File: config.mk
export PLATFORM = sky130hd
export DESIGN_NAME = delayed_room_allocator_core
export DESIGN_NICKNAME = d
export VERILOG_FILES = /design/src/rtl/dra_pkg.sv /design/src/rtl/dra_room_store.sv /design/src/rtl/delayed_room_allocator_core.sv
export SDC_FILE = /design/constraint.sdc
export NUM_CORES = 2
export LEC_CHECK = 0
export BUFFER_PORTS_ARGS = -buffer_cell sky130_fd_sc_hd__buf_2
export CAP_MARGIN = 5
export CORE_MARGIN = 2
export CORE_UTILIZATION = 38
export DETAILED_ROUTE_END_ITERATION = 10
export GPL_TIMING_DRIVEN = 0
export SYNTH_ARGS = -nofsm -noshare
export SYNTH_HDL_FRONTEND = slang
export SYNTH_SLANG_ARGS = --single-unit
File: constraint.sdc
create_clock -name i_clk -period 7.65 [get_ports i_clk]
set_clock_uncertainty 0.05 [all_clocks]
set_input_delay 1.1475 -clock i_clk [delete_from_list [all_inputs] [get_ports i_clk]]
set_output_delay 1.1475 -clock i_clk [all_outputs]
set_load 0.03 [all_outputs]
File: src/rtl/dra_pkg.sv
// Shared constants, types and state encoding for the delayed room allocator.
package dra_pkg;

    localparam int MAX_ROOMS  = 16;
    localparam int COUNT_BITS = 20;
    localparam int TIME_W     = 48;
    localparam int REQ_T_W    = 32;
    localparam int CFG_W      = 5;
    localparam int ROOM_OUT_W = 4;
    localparam int IDX_W      = (MAX_ROOMS > 1) ? $clog2(MAX_ROOMS) : 1;
    localparam int CNT_W      = $clog2(MAX_ROOMS + 1);

    localparam logic [TIME_W-1:0]     TIME_MAX  = '1;
    localparam logic [COUNT_BITS-1:0] COUNT_MAX = '1;

    typedef enum logic [2:0] {
        ST_IDLE,
        ST_SCAN,
        ST_DRAIN,
        ST_DECIDE,
        ST_UPDATE
    } t_state;

    // Access request toward the room store.
    typedef struct packed {
        logic                  rd_en;
        logic [IDX_W-1:0]      rd_idx;
        logic                  wr_en;
        logic [IDX_W-1:0]      wr_idx;
        logic [TIME_W-1:0]     wr_busy;
        logic [COUNT_BITS-1:0] wr_cnt;
        logic                  clr;
    } t_mem_req;

    // Registered read data, already forced to zero for entries not written since a clear.
    typedef struct packed {
        logic [TIME_W-1:0]     busy;
        logic [COUNT_BITS-1:0] cnt;
    } t_mem_rsp;

endpackage

File: src/rtl/dra_room_store.sv
// Per-room busy-until and use-count memories with registered reads and valid bits.
module dra_room_store
    import dra_pkg::*;
(
    input  logic     i_clk,
    input  logic     i_rst_n,
    input  t_mem_req i_req,
    output t_mem_rsp o_rsp
);

    logic [TIME_W-1:0]     r_busy_mem [MAX_ROOMS];
    logic [COUNT_BITS-1:0] r_cnt_mem  [MAX_ROOMS];
    logic [MAX_ROOMS-1:0]  r_valid;
    logic [TIME_W-1:0]     r_busy_q;
    logic [COUNT_BITS-1:0] r_cnt_q;
    logic                  r_vld_q;

    always_ff @(posedge i_clk) begin
        if (i_req.wr_en) begin
            r_busy_mem[i_req.wr_idx] <= i_req.wr_busy;
            r_cnt_mem[i_req.wr_idx]  <= i_req.wr_cnt;
        end
        if (i_req.rd_en) begin
            r_busy_q <= r_busy_mem[i_req.rd_idx];
            r_cnt_q  <= r_cnt_mem[i_req.rd_idx];
        end
    end

    // A clear drops every valid bit at once; a write marks its entry as holding data.
    always_ff @(posedge i_clk) begin
        if (!i_rst_n) begin
            r_valid <= '0;
            r_vld_q <= 1'b0;
        end else begin
            if (i_req.clr) begin
                r_valid <= '0;
            end else if (i_req.wr_en) begin
                r_valid[i_req.wr_idx] <= 1'b1;
            end
            if (i_req.rd_en) begin
                r_vld_q <= r_valid[i_req.rd_idx];
            end
        end
    end

    assign o_rsp.busy = r_vld_q ? r_busy_q : '0;
    assign o_rsp.cnt  = r_vld_q ? r_cnt_q  : '0;

endmodule

File: src/rtl/delayed_room_allocator_core.sv
// Top level of the delayed room allocator: request handshake, room scan and update sequencer.
// Usage. Each request on the slave stream carries one job: tdata holds start_time in
// bits 31:0 and end_time in bits 63:32, and tuser bit 0 is first_in_set, which wipes
// all room state, the running time and the most-booked tracking before the job is
// placed. The job goes to the lowest room whose busy-until time is no later than the
// scheduling time, or else to the lowest room that frees up earliest, in which case
// the job is delayed to that time. One result per request leaves on the master stream.
// The user must write the room count on the separate configuration channel only while the
// block is idle, which it does not enforce; zero counts as one room, over sixteen as sixteen.
//
// Timing. The block works on one request at a time. After a request is taken the
// busy-until memory is read one room per cycle over the N configured rooms, the drain state
// compares the last read data, the decide state settles the choice and reads the use
// count, and the update state writes both memories back and loads the result register.
// No new request is taken until the update has committed and the block is idle again.
//
// Reset clears the sequencer, the output register and all room valid bits, and sets
// the room count to sixteen. When the receiver stalls, the result waits in the output
// register; the next request is still taken and scanned, and only its final update
// waits until the previous result has been taken.
module delayed_room_allocator_core
    import dra_pkg::*;
(
    input  logic             i_clk,
    input  logic             i_rst_n,
    // Configuration channel: room count.
    input  logic             i_cfg_valid,
    output logic             o_cfg_ready,
    input  logic [CFG_W-1:0] i_cfg_data,
    // Request stream.
    input  logic             s_axis_tvalid,
    output logic             s_axis_tready,
    input  logic [63:0]      s_axis_tdata,  // start_time[31:0], end_time[63:32]
    input  logic [0:0]       s_axis_tuser,  // first_in_set[0]
    // Result stream.
    output logic             m_axis_tvalid,
    input  logic             m_axis_tready,
    output logic [55:0]      m_axis_tdata   // assigned_room[3:0], actual_start[51:4],
                                            // most_booked[55:52]
);

    t_state r_state, n_state;

    logic [CFG_W-1:0]      r_room_count;
    logic [CNT_W-1:0]      r_rc;
    logic [REQ_T_W-1:0]    r_dur;
    logic [TIME_W-1:0]     r_t;
    logic [TIME_W-1:0]     r_running;
    logic [CNT_W-1:0]      r_rd_idx;
    logic [IDX_W-1:0]      r_tag;
    logic                  r_tag_vld;
    logic                  r_found;
    logic [IDX_W-1:0]      r_fpick;
    logic [TIME_W-1:0]     r_min;
    logic [IDX_W-1:0]      r_minidx;
    logic [IDX_W-1:0]      r_pick;
    logic [COUNT_BITS-1:0] r_best_cnt;
    logic [IDX_W-1:0]      r_best_room;
    logic                  r_out_valid;
    logic [ROOM_OUT_W-1:0] r_out_room;
    logic [TIME_W-1:0]     r_out_start;
    logic [ROOM_OUT_W-1:0] r_out_best;

    t_mem_req mem_req;
    t_mem_rsp mem_rsp;

    logic                  in_fire;
    logic                  req_first;
    logic [REQ_T_W-1:0]    req_start;
    logic [REQ_T_W-1:0]    req_end;
    logic [TIME_W-1:0]     base_time;
    logic [CNT_W-1:0]      req_rc;
    logic                  scan_last;
    logic                  commit;
    logic [IDX_W-1:0]      decide_pick;
    logic [TIME_W:0]       end_sum;
    logic [TIME_W-1:0]     new_busy;
    logic [COUNT_BITS-1:0] new_cnt;
    logic                  best_take;

    dra_room_store u_store (
        .i_clk   (i_clk),
        .i_rst_n (i_rst_n),
        .i_req   (mem_req),
        .o_rsp   (mem_rsp)
    );

    assign req_start = s_axis_tdata[31:0];
    assign req_end   = s_axis_tdata[63:32];
    assign req_first = s_axis_tuser[0];
    assign in_fire   = s_axis_tvalid && s_axis_tready;

    // A new set starts from time zero; otherwise time never runs backwards.
    assign base_time = req_first ? '0 : r_running;

    always_comb begin
        if (r_room_count == '0) begin
            req_rc = CNT_W'(1);
        end else if (32'(r_room_count) > MAX_ROOMS) begin
            req_rc = CNT_W'(MAX_ROOMS);
        end else begin
            req_rc = CNT_W'(r_room_count);
        end
    end

    assign scan_last   = (r_rd_idx == r_rc - CNT_W'(1));
    assign decide_pick = r_found ? r_fpick : r_minidx;
    assign commit      = (r_state == ST_UPDATE) && (!r_out_valid || m_axis_tready);

    // New busy-until saturates at the top of the time range.
    assign end_sum  = {1'b0, r_t} + (TIME_W + 1)'(r_dur);
    assign new_busy = end_sum[TIME_W] ? TIME_MAX : end_sum[TIME_W-1:0];
    assign new_cnt  = (mem_rsp.cnt == COUNT_MAX) ? mem_rsp.cnt
                                                 : mem_rsp.cnt + COUNT_BITS'(1);
    assign best_take = (new_cnt > r_best_cnt)
                    || ((new_cnt == r_best_cnt) && (r_pick < r_best_room));

    // Next state.
    always_comb begin
        n_state = r_state;
        unique case (r_state)
            ST_IDLE: begin
                if (in_fire) begin
                    n_state = ST_SCAN;
                end
            end
            ST_SCAN: begin
                if (scan_last) begin
                    n_state = ST_DRAIN;
                end
            end
            ST_DRAIN:  n_state = ST_DECIDE;
            ST_DECIDE: n_state = ST_UPDATE;
            ST_UPDATE: begin
                if (commit) begin
                    n_state = ST_IDLE;
                end
            end
            default:   n_state = ST_IDLE;
        endcase
    end

    // Outputs of the sequencer: handshake and memory accesses.
    always_comb begin
        s_axis_tready  = 1'b0;
        mem_req        = '0;
        mem_req.wr_idx = r_pick;
        mem_req.wr_busy = new_busy;
        mem_req.wr_cnt = new_cnt;
        unique case (r_state)
            ST_IDLE: begin
                s_axis_tready = 1'b1;
                mem_req.clr   = in_fire && req_first;
            end
            ST_SCAN: begin
                mem_req.rd_en  = 1'b1;
                mem_req.rd_idx = r_rd_idx[IDX_W-1:0];
            end
            ST_DECIDE: begin
                mem_req.rd_en  = 1'b1;
                mem_req.rd_idx = decide_pick;
            end
            ST_UPDATE: begin
                mem_req.wr_en = commit;
            end
            default: begin
                s_axis_tready = 1'b0;
            end
        endcase
    end

    always_ff @(posedge i_clk) begin
        if (!i_rst_n) begin
            r_state <= ST_IDLE;
        end else begin
            r_state <= n_state;
        end
    end

    // Control state and the running scheduling bookkeeping.
    always_ff @(posedge i_clk) begin
        if (!i_rst_n) begin
            r_room_count <= CFG_W'(16);
            r_running    <= '0;
            r_best_cnt   <= '0;
            r_best_room  <= '0;
            r_tag_vld    <= 1'b0;
            r_out_valid  <= 1'b0;
        end else begin
            if (i_cfg_valid) begin
                r_room_count <= i_cfg_data;
            end
            if (in_fire && req_first) begin
                r_running  <= '0;
                r_best_cnt <= '0;
                r_best_room <= '0;
            end
            r_tag_vld <= (r_state == ST_SCAN);
            if (commit) begin
                r_out_valid <= 1'b1;
                r_running   <= r_t;
                if (best_take) begin
                    r_best_cnt  <= new_cnt;
                    r_best_room <= r_pick;
                end
            end else if (m_axis_tready) begin
                r_out_valid <= 1'b0;
            end
        end
    end

    // Per-request working registers and the result register.
    always_ff @(posedge i_clk) begin
        if (in_fire) begin
            r_rc     <= req_rc;
            r_dur    <= (req_end > req_start) ? req_end - req_start : '0;
            r_t      <= (base_time > TIME_W'(req_start)) ? base_time : TIME_W'(req_start);
            r_rd_idx <= '0;
            r_found  <= 1'b0;
        end
        if (r_state == ST_SCAN) begin
            r_tag    <= r_rd_idx[IDX_W-1:0];
            r_rd_idx <= r_rd_idx + CNT_W'(1);
        end
        // Read data arrives in the cycle after its address: first free room and
        // lowest room with the earliest busy-until are tracked side by side.
        if (r_tag_vld) begin
            if (!r_found && (mem_rsp.busy <= r_t)) begin
                r_found <= 1'b1;
                r_fpick <= r_tag;
            end
            if ((r_tag == '0) || (mem_rsp.busy < r_min)) begin
                r_min    <= mem_rsp.busy;
                r_minidx <= r_tag;
            end
        end
        if (r_state == ST_DECIDE) begin
            r_pick <= decide_pick;
            if (!r_found) begin
                r_t <= r_min;
            end
        end
        if (commit) begin
            r_out_room  <= ROOM_OUT_W'(r_pick);
            r_out_start <= r_t;
            r_out_best  <= best_take ? ROOM_OUT_W'(r_pick) : ROOM_OUT_W'(r_best_room);
        end
    end

    assign o_cfg_ready   = 1'b1;
    assign m_axis_tvalid = r_out_valid;
    assign m_axis_tdata  = {r_out_best, r_out_start, r_out_room};

endmodule

==> flow_metrics.tcl <==
set metrics [dict create \
    die-area_sq_mm 0.1740 \
    clock-root-buffer "clkbuf_16" \
    clock_sinks 1466 \
    fin_cells 7845 \
    relSlewSlack_pct 5.842 \
    first_pass_iters 8 \
    setup_viol 0 \
    synth_commonest_cells "edfxtp_1 (1318), nand2_1 (717), a211oi_1 (376)" \
    drt_iter0_drc 3925 \
    ys_ff_latch 1466 \
    cts_hold_buf 0 \
    dpl.hpwl_mm 131.0 \
    hold_viol_final 0 \
    syn_area_sq_mm 0.06486 \
    multi_input_area_sq_mm 0.02048 \
    finalNetCount 5785 \
    drt-total-wl_mm 181.1 \
    cp.arrival_ns 7.55 \
    setup_slack_ns 0.5735 \
    p_sw_share_pct 30.64 \
    slew_viol_final 0 \
    p_switching_mw 6.822 \
    grt_overflow 0 \
    synth_edf_count 1318 \
    yosysTopAreaCell "edfxtp_1" \
    ctsLongestPathBuffers 3 \
    synth.distinct_cells 79 \
    r2r_slack_ns 0.57 \
    syn_nets 5422 \
    synth.top_cell.area_share_pct 61.02 \
    synth.area.top_cells "edfxtp_1 (61%), dfxtp_1 (4.6%), a211oi_1 (4.4%)" \
    rsz0062_at_grt "false" \
    powerDensity_mw_per_mm2 298.6 \
    grt_use_total_pct 20.44 \
    yosysMostFrequentCell "edfxtp_1" \
    core.rowCount 151 \
    p_total_mw 22.27 \
    vias_per_cell 5.460 \
    areaGrowthSynthToFinish_pct 14.99 \
    ant_nets 0 \
    regToRegStartpoint "u_store.r_vld_q" \
    antenna_found_initial 10 \
    leakage_nw 26.14 \
    final.fill_count 15390 \
    seqCellArea_sq_mm 0.04254 \
    layout_min_cycle_time_ns 7.077 \
    core_area_sq_mm 0.1695 \
    p_clk_share_pct 33.2 \
    via_count 42840 \
    r2r-end "r_out_best[0]" \
    htree_num_levels 4 \
    max-cap-violations 0 \
    cts_buffers 157 \
    finalCritPeriodShare_pct 92.50 \
    drc_errors 0 \
    grt_pass1_wl_mm 266.4 \
    dp_cells 7546 \
    cts_resized 0 \
    cts_tree "yes" \
    status "complete, no violations" \
    cp_max_fo 18 \
    required_ns 8.13 \
    crit_path_start_kind "flop" \
    internal_power_mw 15.44 \
    hp-class "reg2reg" \
    tightest_slew_ns 1.412 \
    yosysWarnings 0 \
    startpoint "u_store.r_vld_q" \
    die_h_um 417.1 \
    peakVddDrop_v 0.0002296 \
    numPortBuffers 131 \
    cts_setup_buffers 0 \
    yosysSeqAreaShare_pct 65.59 \
    pre_cts_ws_ns 0.5205 \
    grt_pass1_vias 42160 \
    ys.flop_type "edfxtp_1" \
    clk_pin_slew_ns 0.06 \
    wire_per_inst_um 23.08 \
    die_width_um 417.1 \
    sequentialPowerShare_pct 46.1 \
    ios 134 \
    gp_congestion 0.8837 \
    fmaxAchievable_ghz 0.1413 \
    drive_gt1_share_pct 9.639 \
    clkLatencyLatePin_ns 0.79 \
    setup.worst_path.end "r_out_best[0]" \
    worstSetupEndpointType "flop" \
    grt_max_degree 50 \
    comb_power_share_pct 20.7 \
    async_flop_share_pct 0 \
    criticalPathCategory "reg2reg" \
    initial_core_util_pct 38.27 \
    rr_worst_depth 21 \
    avgSynthCellArea_sq_um 12.65 \
    syn_inst 5126 \
]
-- per-layer routing --
metal,wire length (um),vias up,global-route usage [%]
li1,-,20040,-
met1,78520,21110,27.63
met2,84990,1435,33.63
met3,12090,255,3.253
met4,5489,0,6.602
met5,0,-,0
-- worst max-delay path: stages (launching register included) --
cell and delay, ns:
dfxtp_1 0.84, clkbuf_1 0.49, nand2_1 0.20, inv_1 0.10, ha_1 0.19, nand3_1 0.15, nor4b_1 0.38, nand3_1 0.33
nor4b_1 0.33, nand3_1 0.13, xnor2_1 0.11, and2_1 0.76, ha_1 0.25, nand4_1 0.12, nor2_1 0.16, nand3_1 0.12
or3_1 0.44, o221a_2 0.30, o21ai_0 0.13, o41a_1 0.23, clkbuf_1 0.55, mux2_2 0.41
-- per-stage QoR --
step                TNS [ns]  utilization (%)  hold slack (ns)  area [sq um]
floorplan                  0                -           0.3564         64860
global placement    -3368.80            40.30           0.3876         68290
detailed placement         0            41.02           0.3950         69510
CTS                        0            43.98           0.4022         74530
global route               0            44.00           0.4181         74570
finish                     0            44.01           0.3984         74580
-- logic make-up after synthesis --
logic type,after synthesis,share of synthesized area [%]
and+or+nand+nor,1503,11.26
DFF,1466,65.59
AOI/OAI and AO/OA,1276,13.61
buffers and inverters,510,3.083
adders and majority gates,221,4.286
xor gates and xnor gates,77,1.040
muxes,72,1.130
other,1,0.005782
-- worst min-delay path by stage --
stage	from	end	slack (ns)	cells past startpoint
global route	u_store.r_valid[12]	u_store.r_valid[12]	0.42	1
CTS	r_best_cnt[18]	r_best_cnt[18]	0.40	2
floorplan	r_t[34]	r_out_start[34]	0.36	0
finish	r_best_cnt[18]	r_best_cnt[18]	0.40	2
global placement	r_best_cnt[7]	r_best_cnt[7]	0.39	2
detailed placement	u_store.r_valid[12]	u_store.r_valid[12]	0.40	1
-- flip-flops by register name, indices dropped and copies added, names as in the netlist, 5 cells and up --
name	cells
u_store.r_busy_mem	768
r_out_start	48
r_running	48
r_rd_idx	5
r_room_count	5
r_dur	32
r_min	48
u_store.r_cnt_q	20
r_t	48
r_best_cnt	20
r_rc	5
u_store.r_cnt_mem	320
u_store.r_busy_q	48
u_store.r_valid	16
-- cells in the final DEF (no fill, tap or decap), types with 12 or more instances in the layout --
cell type  synthesis  final
a211oi_1         376    376
a21o_1            96     96
a21oi_1          237    236
a22oi_1           81     81
a311oi_1         140    140
a31oi_1          148    148
and2_1           338    338
and3_1            19     19
buf_1             17     17
buf_12             0     26
buf_2             47    178
buf_4              5     15
buf_6              1     29
clkbuf_1         251    288
clkbuf_16          0    164
clkinv_1           0     26
clkinv_2           0     27
dfxtp_1          148    148
edfxtp_1        1318   1318
ha_1             219    219
inv_1            189    187
mux2i_1           62     61
nand2_1          717    717
nand2b_1          16     16
nand3_1           48     48
nand4_1           43     43
nor2_1           115    102
nor2_4             0     12
nor2b_1          106    105
nor3_1            27     23
nor3b_1           21     21
nor4_1            15     15
o21a_1            29     29
o21ai_0           88     84
xnor2_1           46     44
xor2_1            31     30
-- layout make-up --
cell class                 count  area share (%)
antenna                        4         0.01342
sequential                  1466           57.04
clock inverter                80          0.8674
tap                         2218           3.721
inverter                     189          0.9546
buffer                       321           1.740
clock buffer                 213           5.857
timing repair buffer         204           2.349
multi-input combinational   3150           27.46
-- power groups by stage --
stage	clock, mW	combinational (mW)	sequential [mW]
after global routing	7.82	5.07	10.3
after detailed placement	0	4.58	10.4
final	7.39	4.62	10.3
after floorplan	0	2.85	10.2
after global placement	0	4.43	10.4
after CTS	7.50	4.60	10.3
Note: power is estimated with default switching activity, not from simulation.
